## config.mk

```make
export PLATFORM = sky130hd
export DESIGN_NAME = ppp_cfg
export DESIGN_NICKNAME = d
export VERILOG_FILES = /design/src/rtl/core/ppp_pkg.sv /design/src/rtl/core/ppp_cfg.sv
export SDC_FILE = /design/constraint.sdc
export NUM_CORES = 1
export LEC_CHECK = 0
export BUFFER_PORTS_ARGS = -buffer_cell sky130_fd_sc_hd__buf_4
export CAP_MARGIN = 5
export CELL_PAD_IN_SITES_DETAIL_PLACEMENT = 0
export CELL_PAD_IN_SITES_GLOBAL_PLACEMENT = 2
export CORE_MARGIN = 1
export CORE_UTILIZATION = 30
export DETAILED_ROUTE_END_ITERATION = 12
export GPL_TIMING_DRIVEN = 0
export HOLD_SLACK_MARGIN = 0.05
export PLACE_DENSITY_LB_ADDON = 0.1
export SLEW_MARGIN = 30
export SYNTH_ARGS = -nofsm -noshare
export SYNTH_HDL_FRONTEND = slang
export SYNTH_SLANG_ARGS = --single-unit
```

## constraint.sdc

```tcl
create_clock -name clk -period 1.61 [get_ports clk]
set_input_delay 0.161 -clock clk [delete_from_list [all_inputs] [get_ports clk]]
set_output_delay 0.161 -clock clk [all_outputs]
set_load 0.005 [all_outputs]
```

## src/rtl/core/ppp_pkg.sv

```systemverilog
// ----------------------------------------------------------------------------
// ppp_pkg
// Shared types, constants and helpers for the perspective projection core.
// ----------------------------------------------------------------------------
package ppp_pkg;

    localparam int COORD_FRAC_BITS_DEF = 8;

    localparam int CW  = 16;   // coordinate / matrix entry width
    localparam int DW  = 17;   // camera-relative coordinate
    localparam int PW  = 33;   // one matrix product
    localparam int RW  = 35;   // rotated coordinate
    localparam int NW  = 52;   // rotated coordinate times focal length
    localparam int QW  = 18;   // quotient magnitude bits
    localparam int RMW = 53;   // divider remainder width

    localparam int ADDR_W = 6;
    localparam int DATA_W = 64;

    localparam logic [2:0] REG_ROW0   = 3'd0;
    localparam logic [2:0] REG_ROW1   = 3'd1;
    localparam logic [2:0] REG_ROW2   = 3'd2;
    localparam logic [2:0] REG_CAM    = 3'd3;
    localparam logic [2:0] REG_FOCAL  = 3'd4;
    localparam logic [2:0] REG_OFFSET = 3'd5;

    localparam logic [1:0] ST_OK   = 2'd0;
    localparam logic [1:0] ST_ZERO = 2'd1;
    localparam logic [1:0] ST_SAT  = 2'd2;

    typedef struct packed {
        logic [47:0] row0;
        logic [47:0] row1;
        logic [47:0] row2;
        logic [47:0] cam;
        logic [15:0] focal;
        logic [31:0] offset;
    } cfg_t;

    typedef struct packed {
        logic signed [RW-1:0] rx;
        logic signed [RW-1:0] ry;
        logic signed [RW-1:0] rz;
    } rot_t;

    typedef struct packed {
        logic          zero;
        logic          negx;
        logic          negy;
        logic          bigx;
        logic          bigy;
        logic [QW-1:0] qx;
        logic [QW-1:0] qy;
    } dres_t;

    function automatic logic signed [CW-1:0] lane16(input logic [47:0] word,
                                                   input int unsigned idx);
        lane16 = $signed(word[idx*CW +: CW]);
    endfunction

endpackage

```

## src/rtl/core/ppp_cfg.sv

```systemverilog
// ----------------------------------------------------------------------------
// ppp_cfg
// APB-style register file holding matrix, camera, focal length and offset.
// ----------------------------------------------------------------------------
module ppp_cfg #(
    parameter int COORD_FRAC_BITS = ppp_pkg::COORD_FRAC_BITS_DEF
) (
    input  logic                        clk,
    input  logic                        rst_n,
    input  logic                        psel,
    input  logic                        penable,
    input  logic                        pwrite,
    input  logic [ppp_pkg::ADDR_W-1:0]  paddr,
    input  logic [ppp_pkg::DATA_W-1:0]  pwdata,
    output logic [ppp_pkg::DATA_W-1:0]  prdata,
    output logic                        pready,
    output ppp_pkg::cfg_t               cfg
);
    import ppp_pkg::*;

    cfg_t       cfg_reg;
    cfg_t       cfg_next;
    logic [2:0] idx;
    logic       wr;

    assign pready = 1'b1;
    assign idx    = paddr[ADDR_W-1:3];
    assign wr     = psel && penable && pwrite;
    assign cfg    = cfg_reg;

    always_comb
    begin
        cfg_next = cfg_reg;
        if (wr)
        begin
            case (idx)
                REG_ROW0:   cfg_next.row0   = pwdata[47:0];
                REG_ROW1:   cfg_next.row1   = pwdata[47:0];
                REG_ROW2:   cfg_next.row2   = pwdata[47:0];
                REG_CAM:    cfg_next.cam    = pwdata[47:0];
                REG_FOCAL:  cfg_next.focal  = pwdata[15:0];
                REG_OFFSET: cfg_next.offset = pwdata[31:0];
                default:    cfg_next = cfg_reg;
            endcase
        end
    end

    always_ff @(posedge clk or negedge rst_n)
    begin
        if (!rst_n)
        begin
            cfg_reg.row0   <= 48'h0000_0000_4000;
            cfg_reg.row1   <= 48'h0000_4000_0000;
            cfg_reg.row2   <= 48'h4000_0000_0000;
            cfg_reg.cam    <= '0;
            cfg_reg.focal  <= 16'(1) << COORD_FRAC_BITS;
            cfg_reg.offset <= '0;
        end
        else
        begin
            cfg_reg <= cfg_next;
        end
    end

    always_comb
    begin
        case (idx)
            REG_ROW0:   prdata = {16'd0, cfg_reg.row0};
            REG_ROW1:   prdata = {16'd0, cfg_reg.row1};
            REG_ROW2:   prdata = {16'd0, cfg_reg.row2};
            REG_CAM:    prdata = {16'd0, cfg_reg.cam};
            REG_FOCAL:  prdata = {48'd0, cfg_reg.focal};
            REG_OFFSET: prdata = {32'd0, cfg_reg.offset};
            default:    prdata = '0;
        endcase
    end

endmodule

```

**Word-level counts from Yosys, hierarchy flattened**

Index checks and enable logic that the tools add are counted.

- Register bits: 240
- Bits of input ports: 75

- Equality and inequality tests: 5
- Multiplexer cells: 1
- Reductions and logical operators: 9

Operators with widths:

| kind | count |
|---|---|
| case mux 48 bit (6 select lines) | 1 |
| AND reduction 2 bit | 6 |
| == test 3 x 2 -> 1 bit (second input constant) | 2 |
| == test 3 bit (second input constant) | 2 |
| == test 3 x 1 -> 1 bit (second input constant) | 1 |
| logical NOT 3 bit | 1 |
| logical AND 1 bit | 2 |

**Depth between registers and ports, before layout**

- Depth in word-level cells: 3
- Mapped depth: 6

**Worst setup path before layout**

OpenSTA, ideal clock, no wires.

- Path kind: input port to flip-flop
- Start: input paddr[5] in the netlist's numbering
- End: register cfg_reg, in the netlist cfg[123]
- Arrival: 1.318 ns
- Required time: 1.485 ns
- Path slack: 0.167 ns
- Stages: 6
- Path buffers: 3
- Cells stage by stage: buf_2 nand4b_4 nor3_2 buf_4 buf_4 mux2_2

- Longest elaborated chain between the ends: 2

RTL lines:

| what | RTL line | RTL |
|---|---|---|
| from (decl) | ppp_cfg.sv:13 | `input logic [ppp_pkg::ADDR_W-1:0] paddr,` |
| == test 3 x 2 -> 1 bit | ppp_cfg.sv:36 | `case (idx)` |
| AND reduction 2 bit (no source line) | - |  |
| to (signal assigned) | ppp_cfg.sv:61 | `cfg_reg <= cfg_next;` |
| to (decl) | ppp_cfg.sv:21 | `cfg_t cfg_reg;` |

No other way between the ends.
A chain may end at the register's enable or synchronous reset.

**Worst setup path in the final report**

- Start: register cfg_reg, in the netlist cfg[10]
- End: output prdata[10] in the netlist's numbering

- Longest elaborated chain between the ends: 1

RTL lines:

| what | RTL line | RTL |
|---|---|---|
| case mux 48 bit (6 select lines) | ppp_cfg.sv:67 | `case (idx)` |
| to (decl) | ppp_cfg.sv:15 | `output logic [ppp_pkg::DATA_W-1:0] prdata,` |

No other way between the ends.

==> results by group <==
Outcome
  • Status: finished, violations left
  • Violated checks: negative setup slack

Synthesis
  • FF+latch count, synth: 240
  • Async SR Flop Fraction: 100%
  • Post-synth EDFFs: 0
  • Synth top cells by count: dfrtp_1 (236), mux2_2 (228), buf_4 (36)
  • Largest family of logic cells by synthesized area: multiplexers
  • Mux share of post-synthesis cell area: 32.0%
  • XOR/XNOR share of the synthesized area: 0%
  • Synth cell types: 39
  • Post-synth top flop: dfrtp_1
  • Seq/Total Area, Yosys: 53.7%
  • Post-synth top area cell: dfrtp_1
  • Synth warn: 0
  • Post-synthesis compound-gate area fraction: 5.24%
  • Adder-Cell Fraction of Synth Area: 0%
  • Simple-Gate Fraction of Synth Area: 4.83%
  • Post-synthesis cell count: 793
  • Top cell type's share of synthesized area: 52.8%
  • Most common cell in the synthesized netlist: dfrtp_1
  • Cells taking the most area after synthesis: dfrtp_1 (53%), mux2_2 (23%), mux4_2 (3.4%)
  • Mapped cell area: 11,200 um2
  • Avg Inst Size Synth: 14.1 um2

Timing
  • Setup TNS: -5920 ps
  • Final setup violation count: 40
  • Endpoints failing hold: 0
  • Maximum clock frequency: 515 MHz
  • Final worst-path setup slack: -333 ps
  • Slew Viols, Final: 0
  • Rel. slew slack: 61.2%
  • Fin Hold WS: 195 ps
  • Period minus WS final: 1940 ps
  • Clock Skews: 0 ps
  • Tcrit/Tclk final: 121%
  • RSZ-0062 raised after global routing: true
  • Slew @ Worst Pin: 582 ps

Finish
  • Post-route cell area: 17,700 um2
  • Max reg flops: 240
  • Final net count: 1,475
  • Share of cells above drive strength 1: 64.9%
  • Utilization after layout: 48.4%
  • Area grow syn2layout: 58.5%
  • Diodes inserted: 0

Global route
  • Largest net degree at the start of global routing: 83
  • Grt total ovfl: 0
  • Vias in the first global route: 9,495
  • GRT Util Overall: 22.4%
  • Antenna violations before repair: 1
  • First-pass GRT wire length: 63.5 mm

Worst setup path
  • Setup crit start: cfg[10]
  • Worst setup SP type: register
  • Crit Path Max Fanout: 2
  • Reg2reg setup slack: 570 ps
  • CP Class: reg -> out
  • CP endpoint kind: output port
  • CP arrival: 1780 ps
  • Critical Path RT: 1450 ps
  • Reg-to-reg startpoint: cfg[85]

Placement
  • RD Place Congestion: 0.754
  • HPWL after DPL: 29.0 mm
  • Port buffer count: 342
  • Area after DPL: 14,500 um2

Hold path
  • Worst Hold Class: in -> async

Flow run
  • Max-cap viol count: 0

Route
  • DR DRC count: 0
  • Via count: 9,048
  • Antenna-violating nets left: 0
  • Routed vias/inst: 4.78
  • Initial drt markers: 332
  • Avg WL per Cell: 22.9 um
  • Final WL: 43.3 mm
  • DR pass1 iterations: 4

Die
  • Die Span Y: 195 um
  • Row count: 70
  • Effective utilization at floorplan: 30.5%
  • Die W: 195 um
  • Die area: 38,100 um2
  • IO Count: 380
  • CORE AREA: 36,700 um2

CTS
  • Clock transition at the registers of the reported paths: 60 ps
  • CTS Sinks: 240
  • Skew-Pair Late Insertion Delay: 540 ps
  • CTS tree: built
  • Root Buffer: clkbuf_16
  • Worst-case clock buffer depth: 3
  • TritonCTS Buffers: 29
  • Htree depth: 1

Pwr
  • VDD IR max: 0.911 mV
  • Power per standard cell area: 1210 nW/um2
  • Leak pwr: 8.77 nW
[power by group]
| part | internal, mW | switching, mW | leakage (nW) |
|---|---|---|---|
| Clock | 3.97 | 2.63 | 0.480 |
| Combinational | 4.31 | 2.44 | 5.23 |
| Sequential | 7.23 | 0.817 | 3.06 |
| Total | 15.5 | 5.89 | 8.77 |
[routing by layer]
layer / share of wire (%) / wire, um / GRT usage (%)
met4: 1.8 / 770 / 4.70
met1: 44 / 19200 / 29.7
met2: 48 / 20600 / 37.1
met3: 6.2 / 2680 / 5.27
met5: 0.030 / 13 / 0
[critical path: stages, from the launching register on]
cell	delay, ps
dfrtp_1	380
mux4_2	490
a22o_1	240
buf_6	130
[stage by stage]
stage	total power, mW	worst slack [ps]	std cells
2_1_floorplan	10.1	167	808
3_3_place_gp	13.3	-1750	1618
3_5_place_dp	13.4	-830	1621
4_1_cts	21.3	-349	1852
5_1_grt	22.5	-380	1891
6_report	21.4	-333	1891
[logic make-up after synthesis]
group | after synthesis
compound gates | 79
mux | 305
buf+inv | 77
simple gates | 90
other cells | 2
flops | 240
[cell type report]
class | instances | area, um2
buffer | 74 | 658
clock buffer | 48 | 907
clock inverter | 6 | 58.8
fill | 3426 | 19000
inverter | 1 | 7.51
multi-input combinational | 491 | 5000
sequential | 240 | 6010
tap | 468 | 586
timing repair buffer | 563 | 4520
[worst paths after layout]
kind / endpoint / cells past startpoint
max in group asynchronous: cfg[238] / 3
hold / removal: cfg[142] / 2
hold reg to reg: cfg[223] / 1
setup / recovery: prdata[10] / 3
min in group clk: cfg[0] / 4
setup reg to reg: cfg[85] / 3
[cells in the final DEF, fill, tap and decap left out, types with 7 or more instances in the layout]
| master | Yosys | layout |
|---|---|---|
| a21o_1 | 11 | 11 |
| a21oi_2 | 0 | 8 |
| clkbuf_1 | 9 | 8 |
| nor2b_1 | 33 | 19 |
| mux2i_1 | 33 | 33 |
| dlygate4sd3_1 | 0 | 50 |
| buf_12 | 0 | 7 |
| mux2_2 | 228 | 222 |
| buf_6 | 1 | 31 |
| clkbuf_16 | 0 | 30 |
| nor3b_2 | 0 | 8 |
| mux2_1 | 27 | 27 |
| mux4_2 | 17 | 17 |
| o211ai_1 | 15 | 15 |
| conb_1 | 2 | 17 |
| buf_2 | 26 | 15 |
| dfrtp_1 | 236 | 236 |
| nor2b_4 | 0 | 14 |
| a32oi_1 | 15 | 15 |
| clkbuf_8 | 0 | 13 |
| buf_4 | 36 | 521 |
| nand3_1 | 11 | 11 |
| o2bb2ai_1 | 9 | 9 |
| nand2_1 | 15 | 15 |
| nor3_1 | 9 | 9 |
[timing repair]
| action | 4_1_cts | 5_1_grt |
|---|---|---|
| hold buffers | 50 | 0 |
| cloned | 0 | 0 |
| pin swaps | 40 | 11 |
| setup endpoints to repair | 48 | 61 |
| endpoints found under the hold margin | 478 | 0 |
| resized for setup | 108 | 34 |
| buffers inserted | 128 | 40 |
Note: power is estimated with default switching activity, not from simulation.
