<file path="src/rtl/core/ppp_pkg.sv">
// ----------------------------------------------------------------------------
// ppp_pkg
// Shared types, constants and helpers for the perspective projection core.
// ----------------------------------------------------------------------------
package ppp_pkg;

    localparam int COORD_FRAC_BITS_DEF = 8;

    localparam int CW  = 16;   // coordinate / matrix entry width
    localparam int DW  = 17;   // camera-relative coordinate
    localparam int PW  = 33;   // one matrix product
    localparam int RW  = 35;   // rotated coordinate
    localparam int NW  = 52;   // rotated coordinate times focal length
    localparam int QW  = 18;   // quotient magnitude bits
    localparam int RMW = 53;   // divider remainder width

    localparam int ADDR_W = 6;
    localparam int DATA_W = 64;

    localparam logic [2:0] REG_ROW0   = 3'd0;
    localparam logic [2:0] REG_ROW1   = 3'd1;
    localparam logic [2:0] REG_ROW2   = 3'd2;
    localparam logic [2:0] REG_CAM    = 3'd3;
    localparam logic [2:0] REG_FOCAL  = 3'd4;
    localparam logic [2:0] REG_OFFSET = 3'd5;

    localparam logic [1:0] ST_OK   = 2'd0;
    localparam logic [1:0] ST_ZERO = 2'd1;
    localparam logic [1:0] ST_SAT  = 2'd2;

    typedef struct packed {
        logic [47:0] row0;
        logic [47:0] row1;
        logic [47:0] row2;
        logic [47:0] cam;
        logic [15:0] focal;
        logic [31:0] offset;
    } cfg_t;

    typedef struct packed {
        logic signed [RW-1:0] rx;
        logic signed [RW-1:0] ry;
        logic signed [RW-1:0] rz;
    } rot_t;

    typedef struct packed {
        logic          zero;
        logic          negx;
        logic          negy;
        logic          bigx;
        logic          bigy;
        logic [QW-1:0] qx;
        logic [QW-1:0] qy;
    } dres_t;

    function automatic logic signed [CW-1:0] lane16(input logic [47:0] word,
                                                   input int unsigned idx);
        lane16 = $signed(word[idx*CW +: CW]);
    endfunction

endpackage

</file>
<file path="src/rtl/core/ppp_out.sv">
// ----------------------------------------------------------------------------
// ppp_out
// Output stage: apply sign and screen offset, saturate, form status.
// ----------------------------------------------------------------------------
module ppp_out (
    input  logic                            clk,
    input  logic                            rst_n,
    input  logic                            en,
    input  logic                            in_valid,
    input  ppp_pkg::dres_t                  res,
    input  logic [31:0]                     offset,
    output logic                            out_valid,
    output logic signed [ppp_pkg::CW-1:0]   sx,
    output logic signed [ppp_pkg::CW-1:0]   sy,
    output logic [1:0]                      st
);
    import ppp_pkg::*;

    localparam int SW = QW + 3;

    logic                 v_reg;
    logic signed [CW-1:0] sx_reg, sy_reg;
    logic [1:0]           st_reg;
    logic signed [CW-1:0] sx_next, sy_next;
    logic [1:0]           st_next;
    logic                 satx, saty;

    function automatic logic signed [SW-1:0] place(input logic signed [CW-1:0] off,
                                                   input logic [QW-1:0] q,
                                                   input logic big,
                                                   input logic neg);
        logic [QW-1:0] qm;
        qm = big ? '1 : q;
        // screen = off - (n/rz); neg means n/rz < 0
        place = neg ? SW'(off) + SW'(qm) : SW'(off) - SW'(qm);
    endfunction

    function automatic logic signed [CW-1:0] clamp(input logic signed [SW-1:0] v,
                                                   output logic sat);
        if (v > SW'(32767))
        begin
            sat   = 1'b1;
            clamp = 16'sh7FFF;
        end
        else if (v < -SW'(32768))
        begin
            sat   = 1'b1;
            clamp = 16'sh8000;
        end
        else
        begin
            sat   = 1'b0;
            clamp = CW'(v);
        end
    endfunction

    always_comb
    begin
        sx_next = clamp(place($signed(offset[15:0]), res.qx, res.bigx, res.negx), satx);
        sy_next = clamp(place($signed(offset[31:16]), res.qy, res.bigy, res.negy), saty);
        st_next = (satx || saty) ? ST_SAT : ST_OK;
        if (res.zero)
        begin
            sx_next = '0;
            sy_next = '0;
            st_next = ST_ZERO;
        end
    end

    always_ff @(posedge clk or negedge rst_n)
    begin
        if (!rst_n)
        begin
            v_reg <= 1'b0;
        end
        else if (en)
        begin
            v_reg <= in_valid;
        end
    end

    always_ff @(posedge clk)
    begin
        if (en)
        begin
            sx_reg <= sx_next;
            sy_reg <= sy_next;
            st_reg <= st_next;
        end
    end

    assign out_valid = v_reg;
    assign sx        = sx_reg;
    assign sy        = sy_reg;
    assign st        = st_reg;

endmodule

</file>
<file path="config.mk">
export PLATFORM = sky130hd
export DESIGN_NAME = ppp_out
export DESIGN_NICKNAME = d
export VERILOG_FILES = /design/src/rtl/core/ppp_pkg.sv /design/src/rtl/core/ppp_out.sv
export SDC_FILE = /design/constraint.sdc
export NUM_CORES = 1
export LEC_CHECK = 0
export BUFFER_PORTS_ARGS = -buffer_cell sky130_fd_sc_hd__buf_2
export CAP_MARGIN = 10
export CORE_ASPECT_RATIO = 0.8
export CORE_MARGIN = 8
export CORE_UTILIZATION = 25
export CTS_CLUSTER_SIZE = 40
export DETAILED_ROUTE_END_ITERATION = 16
export GPL_TIMING_DRIVEN = 0
export PLACE_DENSITY = 0.51
export SYNTH_ARGS = -nofsm -noshare
export SYNTH_HDL_FRONTEND = slang
export SYNTH_SLANG_ARGS = --single-unit
</file>
<file path="constraint.sdc">
create_clock -name clk -period 0.9 [get_ports clk]
set_input_delay 0.27 -clock clk [delete_from_list [all_inputs] [get_ports clk]]
set_output_delay 0.27 -clock clk [all_outputs]
set_load 0.01 [all_outputs]
</file>
Word-level counts from Yosys, hierarchy flattened
Cells that the tools add are included.
- multiplexer cells: 13
- $lt $le $gt $ge: 4
- add/subtract/negate cells: 4
- reductions and logical operators: 3
- operators with widths (kind ; count):
    $gt A21 B16 Y1 const B ; 2
    $lt A21 B16 Y1 const B ; 2
    $mux W21 ; 2
    $add A16 B19 Y20 ; 2
    $sub A16 B19 Y20 ; 2
    $mux W18 ; 2
    $mux W16 ; 2
    $mux W15 ; 2
    $mux W1 ; 4
    $reduce_or A2 Y1 ; 2
    $mux W2 ; 1
    $logic_or A1 B1 Y1 ; 1
- register bits after elaboration: 35
- logic and storage cells: 30

Longest topological paths before layout
Gate-level depths: netlist of the first run.
- depth after elaboration: 8
- mapped depth: 21

Worst setup path after synthesis of the first run
No wires, ideal clock.
- path kind: input port to flip-flop
- from: input port res[37] (netlist name)
- to: register sx_reg[10], in the netlist sx[10], data pin
- stages: 20
- data arrival time: 4177 ps
- slack: -3531 ps
- buffers on the path: 4
- setup time: 254 ps
- cell sequence: buf_6 clkbuf_1 or2_2 inv_1 ha_1 nand2b_1 nor3_1 a21oi_1 nor2_1 o22ai_1 ha_1 clkbuf_1 nand4_1 or3_1 o21ai_0 xor2_1 o41a_2 and2_4 buf_8 a21o_1
- longest elaborated chain between the ends: 6
- elaborated cells on any way between the ends: 8
- ends and longest elaborated chain (item ; RTL line ; text):
    start, declared ; ppp_out.sv:10 ; input ppp_pkg::dres_t res,
    $mux W18 (*) ; ppp_out.sv:33 ; qm = big ? '1 : q;
    $sub A16 B19 Y20 / $add A16 B19 Y20 (equally long branches) ; ppp_out.sv:35 ; place = neg ? SW'(off) + SW'(qm) : SW'(off) - SW'(qm);
    $mux W21 (*) ; ppp_out.sv:35 ;
    $lt A21 B16 Y1 ; ppp_out.sv:45 ; else if (v < -SW'(32768))
    $mux W16 ; ppp_out.sv:45 ;
    $mux W15 (*) ; ppp_out.sv:40 ; if (v > SW'(32767))
    end signal, assigned ; ppp_out.sv:86 ; sx_reg <= sx_next;
    end, declared ; ppp_out.sv:22 ; logic signed [CW-1:0] sx_reg, sy_reg;
Every way passes the cells marked *; elsewhere a longest branch is shown, timed or not.
A chain may end at the register's enable or synchronous reset.

Final worst setup path of the first run
- from: input port res[37] (netlist name)
- to: register sx_reg[3], in the netlist sx[3], data pin
Same word-level chain as after synthesis.

==> key figures, run 1 <==
Run status
  – Status: complete, but fails checks
  – Failing checks: negative setup slack

STA
  – Worst-case headroom to the max-slew limit: around three fifths
  – Setup skew after layout: 0 ps
  – Count of final hold-check violations: 0
  – Final-report setup violation count: 68
  – Worst Tran Pin Value: between 500 and 600 ps
  – Number of slew-limit violations in the final report: 0
  – Final critical-path share of the clock period: 437%
  – PnR worst setup slack: -3030 ps
  – Post-route worst hold slack: about 230 ps
  – Unrepaired setup endpoints after global routing: true
  – Highest clock frequency the design can meet: approximately 250 MHz
  – Fin crit period: between 3000 and 4000 ps

Global route
  – Initial antenna violation count: 0
  – Largest net degree at the start of global routing: 36
  – Number of global-route vias before repair: around 5000
  – GRT Overall Usage: ~14%
  – Remaining global-route overflow: 0
  – Global-route wire length before repair: between 20000 and 30000 um

Job
  – Max-capacitance violation count: 0

Clocking
  – TritonCTS Buffers: 5
  – Number of H-tree levels: 2
  – Maximum buffer depth of the clock tree: 2
  – Latest clock arrival within the worst-skew pair: 270 ps
  – Clock transition at the registers of the reported paths: ~60 ps
  – CTS tree: yes
  – Clock Sink Count: 35
  – Root buffer selected by CTS: clkbuf_16

Floorplan
  – Row Count: between 40 and 50
  – Ports: 112
  – Chip height: between 100 and 150 um
  – Horiz. Die Dim: approximately 170 um
  – CORE AREA: ~0.018 sq mm
  – Initial Utilization: ~26%
  – Area of the die: between 0.02 and 0.025 sq mm

Power and ir drop
  – Overall power after layout: slightly below 10000 uW
  – Leakage component of the power: around 0.0030 uW
  – Worst IR Drop VDD: 0.000949 V
  – PD cells: between 1000 and 1500 mW/mm^2

Drt
  – Post-Route WL: 17400 um
  – Number of antenna-violating nets in the routed design: 0
  – Detailed Routing Iterations Pass 1: 5
  – Routed length per instance: between 15 and 20 um
  – Starting DRT DRC Count: 376
  – Detail-routed via count per cell: about 5.2
  – Remaining DRCs: 0
  – Via total after detailed routing: about 5300

Setup path
  – Data arrival time at the worst-slack endpoint: 3970 ps
  – Biggest fanout along the worst timing path: 7
  – Critical path endpoint category: flop
  – Startpoint class of the critical path: primary input
  – Required time worst endpoint: ~940 ps
  – Critical setup path kind: primary input to flop

Synthesis
  – Synth Instances: around 600
  – Count of distinct cell types in the synthesized netlist: between 70 and 80
  – Area of the mapped netlist: 0.00465 sq mm
  – Count of flip-flops with a built-in enable after synthesis: 34
  – Sequential element share of the synthesized area: between 20 and 25%
  – Synth Warn #: 0
  – Post-synth net total: a little over 700
  – Number of storage elements in the synthesis netlist: 35
  – Share of synthesized registers carrying an async set or reset: ~2.9%
  – Predominant post-synthesis flop cell: edfxtp_1
  – Mapped Avg Cell Area: between 7 and 8 sq um

Final layout
  – Number of inserted filler cells in the final layout: 1872
  – Net count reported at finish: between 800 and 900
  – Share of layout cells above drive strength 1: 43.1%
  – Total inserted antenna cells: 0
  – Area added between synthesis and finish: 54.2%

Worst hold path
  – Worst min path class: primary input to flop

Placed design
  – Global placer's final weighted congestion: around 0.88
  – Number of buffers added on ports: 110
  – HPWL after DPL: ~13000 um
stage by stage:
step	instance area, sq um	utilization [%]	cells	TNS [ps]	worst slack (ps)
floorplan	4940	-	591	-95180	-3040
global placement	5780	31.8	931	-133770	-3740
detailed placement	5780	31.8	931	-134630	-3800
CTS	6790	37.4	991	-102440	-3020
global route	7170	39.5	1010	-108820	-3160
finish	7170	39.5	1010	-103580	-3030
Yosys cell counts (all sizes together) (3+ instances only):
| master | count | share of area, % |
|---|---|---|
| nand2b | 7 | 0.94 |
| and3 | 7 | 0.94 |
| or3 | 3 | 0.40 |
| a41oi | 3 | 0.73 |
| nor2 | 64 | 5.3 |
| o21a | 4 | 0.65 |
| mux2i | 6 | 1.3 |
| or2 | 7 | 0.94 |
| nand3 | 13 | 1.4 |
| inv | 12 | 0.97 |
| o211ai | 11 | 1.9 |
| edfxtp | 34 | 22 |
| a221oi | 4 | 0.89 |
| a211oi | 9 | 1.5 |
| xnor2 | 24 | 4.5 |
| nand4 | 4 | 0.54 |
| nand2 | 36 | 2.9 |
| nor4 | 7 | 1.5 |
| a21o | 28 | 4.5 |
| o21ai | 71 | 7.7 |
| o31a | 3 | 0.56 |
| nor3 | 34 | 3.7 |
| or4 | 4 | 0.89 |
| clkbuf | 21 | 1.7 |
| a21oi | 63 | 6.8 |
| ha | 40 | 11 |
| xor2 | 15 | 2.8 |
| buf | 8 | 1.5 |
| a31oi | 12 | 1.6 |
power by group:
part | switching, uW | leakage, uW | total, uW | internal (uW)
Sequential | 100 | 0.000342 | 2270 | 2170
Combinational | 3050 | 0.00254 | 5600 | 2550
Clock | 656 | 0.0000739 | 1750 | 1100
Total | 3810 | 0.00296 | 9630 | 5820
worst paths after layout:
kind,slack (ps),start,to,cells after the start
setup / recovery,-3030,res[37],sx[3],21
hold / removal,230,in_valid,out_valid,2
setup reg to reg,170,out_valid,out_valid,1
hold reg to reg,500,out_valid,out_valid,1
max in group asynchronous,510,rst_n,out_valid,2
min in group asynchronous,310,rst_n,out_valid,2
routing by layer:
| metal | global-route usage (%) | wire length, um | vias to the layer above |
|---|---|---|---|
| met4 | 0.797 | 38 | 0 |
| met5 | 0 | 0 | - |
| met3 | 2.82 | 1060 | 2 |
| li1 | - | - | 2638 |
| met1 | 21.9 | 8910 | 2515 |
| met2 | 20.2 | 7340 | 141 |
final cells by class:
cell class	count	area, sq um	area share (%)
flip-flops and latches	35	1050	14.6
clock inverters	1	5.00	0.0698
clock buffers	7	143	1.99
multi-input cells	515	4180	58.3
well taps	230	288	4.01
repair buffers	187	1250	17.4
inverters	12	45.0	0.628
plain buffers	23	218	3.04
critical path, stage by stage:
cell      delay, ps
buf_12          110
buf_8           120
or2_4           230
inv_2            60
ha_4            140
nand2b_4         60
nor3_4          300
a21oi_4         150
nor2_1          120
o22ai_1          90
ha_1            300
clkbuf_8        160
a21oi_4         190
o211ai_1        140
a211oi_2        260
o21ai_2         100
xor2_2          170
o41a_4          500
and2_4          190
buf_8           140
a21o_1          160
cells by family (layout without fill, tap and decap cells):
group	after synthesis	count (layout)	synth area share, %
buffers and inverters	41	230	4.17
AOI/OAI and AO/OA	232	232	31.7
muxes	8	8	1.77
DFF	35	35	22.5
and+or+nand+nor	194	194	20.9
xor gates and xnor gates	39	39	7.34
adders and majority gates	42	42	11.6
timing repair:
action                                  CTS  global route
pin swaps                                55            38
setup buffers                            52            22
hold buffers                              1             0
resized for setup                       107            52
gates cloned                              3             0
endpoints found under the setup margin  103            68
endpoints found under the hold margin     1             0
layout by cell type (no fill, tap or decap), types with 6 or more instances in the layout:
cell type / netlist / final
buf_2: 2 / 106
buf_4: 1 / 62
nor2_1: 63 / 52
a21oi_1: 63 / 46
o21ai_0: 60 / 43
edfxtp_1: 34 / 34
nand2_1: 36 / 33
a21o_1: 28 / 28
nor3_1: 34 / 27
ha_1: 40 / 27
xnor2_1: 24 / 22
buf_6: 3 / 21
o21ai_2: 1 / 17
xor2_1: 15 / 14
a21oi_2: 0 / 12
inv_1: 12 / 10
nand3_1: 13 / 10
o211ai_1: 10 / 10
a31oi_1: 12 / 9
o21ai_1: 10 / 9
nor2_4: 1 / 8
ha_2: 0 / 8
clkbuf_1: 21 / 7
and3_1: 7 / 7
clkbuf_16: 0 / 6
mux2i_1: 6 / 6
(Power assumes the default switching activity.)
==> run 2, diff against run 1 <==
- SKIP_LAST_GASP: unset -> 1
==> run 2 against run 1 <==
The run still ends with negative setup slack left. Worst setup slack gained 10 ps. Sequential cell count is the same. Register-to-register slack is essentially flat.
==> key figures, run 2 (synthesized netlist as in run 1, its figures left out) <==
Clocking
  – Clock transition at the registers of the reported paths: 60 ps (about the same)
  – Number of H-tree levels: 2 (unchanged)
  – Clock Sink Count: 35 (unchanged)
  – Root buffer selected by CTS: clkbuf_16
  – Latest clock arrival within the worst-skew pair: 270 ps (about the same)
  – Maximum buffer depth of the clock tree: 2 (unchanged)
  – CTS tree: yes
  – TritonCTS Buffers: 5 (unchanged)

Global route
  – Remaining global-route overflow: 0 (unchanged)
  – Global-route wire length before repair: 27000 um (about the same)
  – Largest net degree at the start of global routing: 36 (unchanged)
  – Initial antenna violation count: 0 (unchanged)
  – Number of global-route vias before repair: 4997 (-0.020%)
  – GRT Overall Usage: 14.1% (about the same)

Setup path
  – CP Cell Sequence: buf_12 -> buf_8 -> or2_4 -> inv_2 -> ha_4 -> nand2b_4 -> nor3_4 -> a21oi_4 -> nor2_1 -> o22ai_1 -> ha_1 -> buf_8 -> a21oi_4 -> o211ai_1 -> a211oi_2 -> o21ai_2 -> xor2_2 -> o41a_4 -> and2_4 -> buf_8 -> a21o_1
  – Critical setup path kind: primary input to flop
  – Slowest cell on the critical path: o41a_4
  – Startpoint class of the critical path: primary input
  – Biggest cell delay along the critical path: 500 ps (about the same)
  – Required time worst endpoint: 940 ps (about the same)
  – Data arrival time at the worst-slack endpoint: 3960 ps (about the same)
  – Critical path endpoint category: flop
  – CP most frequent cell: buf_8
  – Biggest fanout along the worst timing path: 7 (unchanged)

Final layout
  – Filler-free cell count of the finished design: 1011 (+0.099%)
  – Net count reported at finish: 899 (+0.11%)
  – Utilization after layout: 39.5% (+0.062 points)
  – Multi-input gate area: 0.00418 sq mm (about the same)
  – Commonest cells after routing, fill and taps aside: 106 x buf_2, 62 x buf_4, 52 x nor2_1
  – Share of layout cells above drive strength 1: 43.1% (+0.073 points)
  – Total inserted antenna cells: 0 (unchanged)
  – Combined flip-flop and latch cell area: 0.00105 sq mm (unchanged)
  – Number of inserted filler cells in the final layout: 1875 (+0.16%)
  – Area added between synthesis and finish: 54.4%
  – Most common cell after layout, fill and taps aside: buf_2

Run status
  – Status: complete, but fails checks
  – Failing checks: negative setup slack

Placed design
  – HPWL after DPL: 13000 um (unchanged)
  – Global placer's final weighted congestion: 0.880 (unchanged)
  – Number of buffers added on ports: 110 (unchanged)
  – Placed insts: 931 (unchanged)

Floorplan
  – CORE AREA: 0.0182 sq mm (unchanged)
  – Horiz. Die Dim: 169 um (unchanged)
  – Chip height: 138 um (unchanged)
  – Row Count: 44 (unchanged)
  – Area of the die: 0.0233 sq mm (unchanged)
  – Ports: 112 (unchanged)
  – Initial Utilization: 25.6% (unchanged)

Power and ir drop
  – Internal cell power: 5840 uW (+0.31%)
  – Switching Power: 3800 uW (-0.19%)
  – Worst IR Drop VDD: 0.000983 V (+3.6%)
  – PD cells: 1340 mW/mm^2 (about the same)
  – Leakage component of the power: 0.00296 uW (+0.16%)
  – Clock power frac: 18.2% (about the same)
  – Switching power share of the total: 39.5% (-0.12 points)
  – Part of the power in combinational logic: 58.3% (about the same)
  – Fraction of power consumed by sequential logic: 23.5% (about the same)

Drt
  – Routed length per instance: 17.1 um (-0.49%)
  – Number of antenna-violating nets in the routed design: 0 (unchanged)
  – Via total after detailed routing: 5333 (+0.70%)
  – Detail-routed via count per cell: 5.27 (+0.60%)
  – Remaining DRCs: 0 (unchanged)
  – Starting DRT DRC Count: 415 (+10%)
  – Detailed Routing Iterations Pass 1: 5 (unchanged)
  – Post-Route WL: 17300 um (-0.39%)

STA
  – Worst-case headroom to the max-slew limit: 60.4% (-0.38 points)
  – Final critical-path share of the clock period: 436% (-1.1 points)
  – Unrepaired setup endpoints after global routing: true
  – Highest clock frequency the design can meet: 255 MHz (+0.26%)
  – Final-report setup violation count: 68 (unchanged)
  – Worst Tran Pin Value: 594 ps (+5.67 ps)
  – PnR worst setup slack: -3020 ps (+10.1 ps)
  – Fin crit period: 3920 ps (-10.1 ps)
  – Setup skew after layout: 0 ps (unchanged)
  – Number of slew-limit violations in the final report: 0 (unchanged)
  – Count of final hold-check violations: 0 (unchanged)

Worst hold path
  – Worst min path class: primary input to flop

Job
  – Max-capacitance violation count: 0 (unchanged)
-- run 2: changes by cell type in the layout (fill, tap and decap cells not counted), sizes merged --
cell | before | now
clkbuf | 20 | 19
buf | 196 | 198
-- run 2: through the flow --
| step | area, sq um | hold slack (ps) | setup TNS [ps] | setup WS, ps | total power [uW] |
|---|---|---|---|---|---|
| after floorplan | 4940 | -25.6 | -95180 | -3040 | 5180 |
| final | 7180 | 225 | -103450 | -3020 | 9640 |
| after detailed placement | 5780 | 45.8 | -134630 | -3800 | 6510 |
| after CTS | 6780 | 219 | -102460 | -3020 | 9270 |
| after global placement | 5780 | 45.1 | -133770 | -3740 | 6510 |
| after global routing | 7180 | 229 | -108830 | -3160 | 10300 |
-- run 2: power by group through the flow --
| stage | Clock (uW) | Combinational [uW] | Sequential, uW |
|---|---|---|---|
| after global placement | 0 | 4220 | 2290 |
| after CTS | 1800 | 5200 | 2270 |
| final | 1750 | 5620 | 2270 |
| after floorplan | 0 | 2760 | 2420 |
| after detailed placement | 0 | 4210 | 2300 |
| after global routing | 1870 | 6100 | 2300 |
-- run 2: repair_timing --
item	4_1_cts	5_1_grt
resized for setup	105	55
pin swaps	55	41
setup buffers	52	23
setup endpoints to repair	103	68
hold endpoints to repair	1	0
gates cloned	3	0
hold buffers	1	0
-- run 2: path summary, 6_finish.rpt --
kind / start / end / slack, ps / cells past startpoint
worst max-delay path: res[37] / sx[3] / -3020 / 21
worst min-delay path: in_valid / out_valid / 230 / 2
worst max register to register: out_valid / out_valid / 160 / 1
worst min register to register: out_valid / out_valid / 500 / 1
max in group asynchronous: rst_n / out_valid / 510 / 2
min in group asynchronous: rst_n / out_valid / 310 / 2
-- run 2: cell type report --
class                           count  area share, %
Buffer                             23           3.00
Sequential cell                    35           14.6
Inverter                           12          0.627
Clock inverter                      1         0.0697
Clock buffer                        7           1.99
Timing Repair Buffer              188           17.6
Multi-Input combinational cell    515           58.2
Tap cell                          230           4.01
-- run 2: worst max-delay path, delay by kind of cell --
family,cells,cell delay (ps)
buf+inv,5,570
simple gates,5,910
fa+ha+maj,2,470
xor+xnor,1,170
compound gates,8,1560
-- run 2: layer usage --
metal	wire length (um)	global-route usage [%]	vias to the layer above
met5	0	0	-
met4	38	0.797	0
met3	1050	2.82	2
met2	7320	20.2	142
met1	8890	21.8	2547
li1	-	-	2642
==> run 3, diff against run 2 <==
- REMOVE_ABC_BUFFERS: unset -> 1
==> run 3 against run 2 <==
The flow still finishes with violations (negative setup slack). Die area stayed put. Power is 3.3% lower. Sequential power hardly changed. Non-clock buffer count is 30 lower. Utilization is 0.92 points lower. Highest routed layer unchanged.
==> key figures, run 3 (synthesized netlist as in run 1, its figures left out) <==
Clocking
  – Root buffer selected by CTS: clkbuf_16
  – TritonCTS Buffers: 5 (unchanged)
  – Clock transition at the registers of the reported paths: 50 ps (about the same)
  – Maximum buffer depth of the clock tree: 2 (unchanged)
  – Number of H-tree levels: 2 (unchanged)
  – CTS tree: yes
  – Latest clock arrival within the worst-skew pair: 270 ps (about the same)
  – Clock Sink Count: 35 (unchanged)

Final layout
  – Final instance area: 0.00702 sq mm (-2.3%)
  – Total inserted antenna cells: 0 (unchanged)
  – Commonest cells after routing, fill and taps aside: 96 x buf_2, 57 x buf_4, 49 x nor2_1
  – Filler-free cell count of the finished design: 983 (-2.8%)
  – Share of layout cells above drive strength 1: 41.8% (-1.3 points)
  – Net count reported at finish: 871 (-3.1%)
  – Area added between synthesis and finish: 50.8%
  – Most common cell after layout, fill and taps aside: buf_2
  – Utilization after layout: 38.6% (-0.92 points)

Setup path
  – Startpoint class of the critical path: primary input
  – CP Cell Sequence: buf_8 -> or4_4 -> nor4_4 -> buf_4 -> a211oi_2 -> a31oi_1 -> o21ai_2 -> ha_4 -> nand4_1 -> buf_4 -> o41ai_4 -> xnor2_1 -> o41a_2 -> and2_4 -> a21o_1
  – Logic depth of the worst path, buffers included: 15 (-29%)
  – Required time worst endpoint: 930 ps (about the same)
  – Data arrival time at the worst-slack endpoint: 3920 ps (-40 ps)
  – Cell count of the worst reg-to-reg path: 1 (unchanged)
  – Critical setup path kind: primary input to flop
  – CP most frequent cell: buf_4
  – Biggest cell delay along the critical path: 570 ps (+70 ps)
  – Biggest fanout along the worst timing path: 7 (unchanged)
  – Buffering stage count on the worst path with inverters included: 3 (-2)
  – Critical path endpoint category: flop
  – Cell family contributing the most delay on the critical path: compound AO/OA/AOI/OAI gates
  – Slowest cell on the critical path: or4_4

Floorplan
  – Chip height: 138 um (unchanged)
  – Horiz. Die Dim: 169 um (unchanged)
  – Area of the die: 0.0233 sq mm (unchanged)
  – CORE AREA: 0.0182 sq mm (unchanged)
  – Ports: 112 (unchanged)
  – Row Count: 44 (unchanged)
  – Initial Utilization: 25.6% (unchanged)

Drt
  – Number of antenna-violating nets in the routed design: 0 (unchanged)
  – Via total after detailed routing: 5180 (-2.9%)
  – Detailed Routing Iterations Pass 1: 5 (unchanged)
  – Remaining DRCs: 0 (unchanged)
  – Routed length per instance: 16.4 um (-4.1%)
  – Detail-routed via count per cell: 5.27 (-0.10%)
  – Starting DRT DRC Count: 309 (-26%)
  – Post-Route WL: 16100 um (-6.7%)

Global route
  – Global-route wire length before repair: 25300 um (-6.3%)
  – Initial antenna violation count: 0 (unchanged)
  – Remaining global-route overflow: 0 (unchanged)
  – Number of global-route vias before repair: 4943 (-1.1%)
  – Largest net degree at the start of global routing: 36 (unchanged)
  – GRT Overall Usage: 13.0% (-1.1 points)

Power and ir drop
  – PD cells: 1330 mW/mm^2 (-1.0%)
  – Leakage component of the power: 0.00283 uW (-4.4%)
  – Worst IR Drop VDD: 0.000534 V (-46%)

STA
  – Fin Setup TNS: -100100 ps (+3350 ps)
  – PnR worst setup slack: -2990 ps (+32.6 ps)
  – Fin crit period: 3890 ps (-32.6 ps)
  – Highest clock frequency the design can meet: 257 MHz (+0.84%)
  – Count of final hold-check violations: 0 (unchanged)
  – Number of slew-limit violations in the final report: 0 (unchanged)
  – Final critical-path share of the clock period: 432% (-3.6 points)
  – Post-route worst hold slack: 227 ps (+1.56 ps)
  – Worst-case headroom to the max-slew limit: 62.4% (+2.0 points)
  – Setup skew after layout: 0 ps (unchanged)
  – Unrepaired setup endpoints after global routing: true
  – Final-report setup violation count: 68 (unchanged)
  – Worst Tran Pin Value: 560 ps (-33.2 ps)

Worst hold path
  – Worst min path class: primary input to flop
  – Number of instances on the worst hold path: 2 (unchanged)

Placed design
  – Global placer's final weighted congestion: 0.827 (-6.0%)
  – Number of buffers added on ports: 111 (+0.91%)
  – Area post-placement: 0.00535 sq mm (-7.4%)
  – HPWL after DPL: 11600 um (-10%)
  – Placed insts: 903 (-3.0%)

Run status
  – Status: complete, but fails checks
  – Failing checks: negative setup slack

Job
  – Max-capacitance violation count: 0 (unchanged)
==> run 3: layout make-up <==
| type | instances | area [sq um] |
|---|---|---|
| clock buffers | 6 | 129 |
| clock inverters | 2 | 7.51 |
| fillers | 1838 | 11100 |
| inverters | 12 | 45.0 |
| multi-input cells | 517 | 4190 |
| flip-flops and latches | 35 | 1050 |
| well taps | 230 | 288 |
| repair buffers | 181 | 1310 |
==> run 3: final timing paths <==
kind | startpoint | to | slack, ps
worst max register to register | out_valid | out_valid | 170
max in group asynchronous | rst_n | out_valid | 520
worst max-delay path | res[18] | sx[2] | -2990
min in group asynchronous | rst_n | out_valid | 300
worst min-delay path | in_valid | out_valid | 230
worst min register to register | out_valid | out_valid | 500
==> run 3: what timing repair did <==
| action | CTS | global route |
|---|---|---|
| endpoints found under the setup margin | 103 | 68 |
| setup buffers | 46 | 21 |
| hold endpoints to repair | 1 | 0 |
| pin swaps | 62 | 41 |
| hold buffers | 1 | 0 |
| resized for setup | 136 | 68 |
| gates cloned | 4 | 0 |
==> run 3: layer usage <==
layer / vias to the layer above / share of wire [%] / GRT usage (%)
met4: 0 / 0.96 / 1.88
met5: - / 0 / 0
met3: 10 / 6.5 / 3.36
met1: 2457 / 48 / 18.4
li1: 2586 / - / -
met2: 127 / 44 / 19.8
==> run 3: metrics by stage <==
step	total power (uW)	setup WS, ps
2_1_floorplan	4820	-3070
3_3_place_gp	6090	-4460
3_5_place_dp	6100	-4460
4_1_cts	8850	-3000
5_1_grt	9990	-3160
6_report	9320	-2990
==> run 3: power by group <==
group | switching [uW] | total (uW) | internal [uW]
combinational | 2910 | 5420 | 2520
sequential | 103 | 2270 | 2170
clock | 616 | 1620 | 1010
total | 3620 | 9320 | 5690
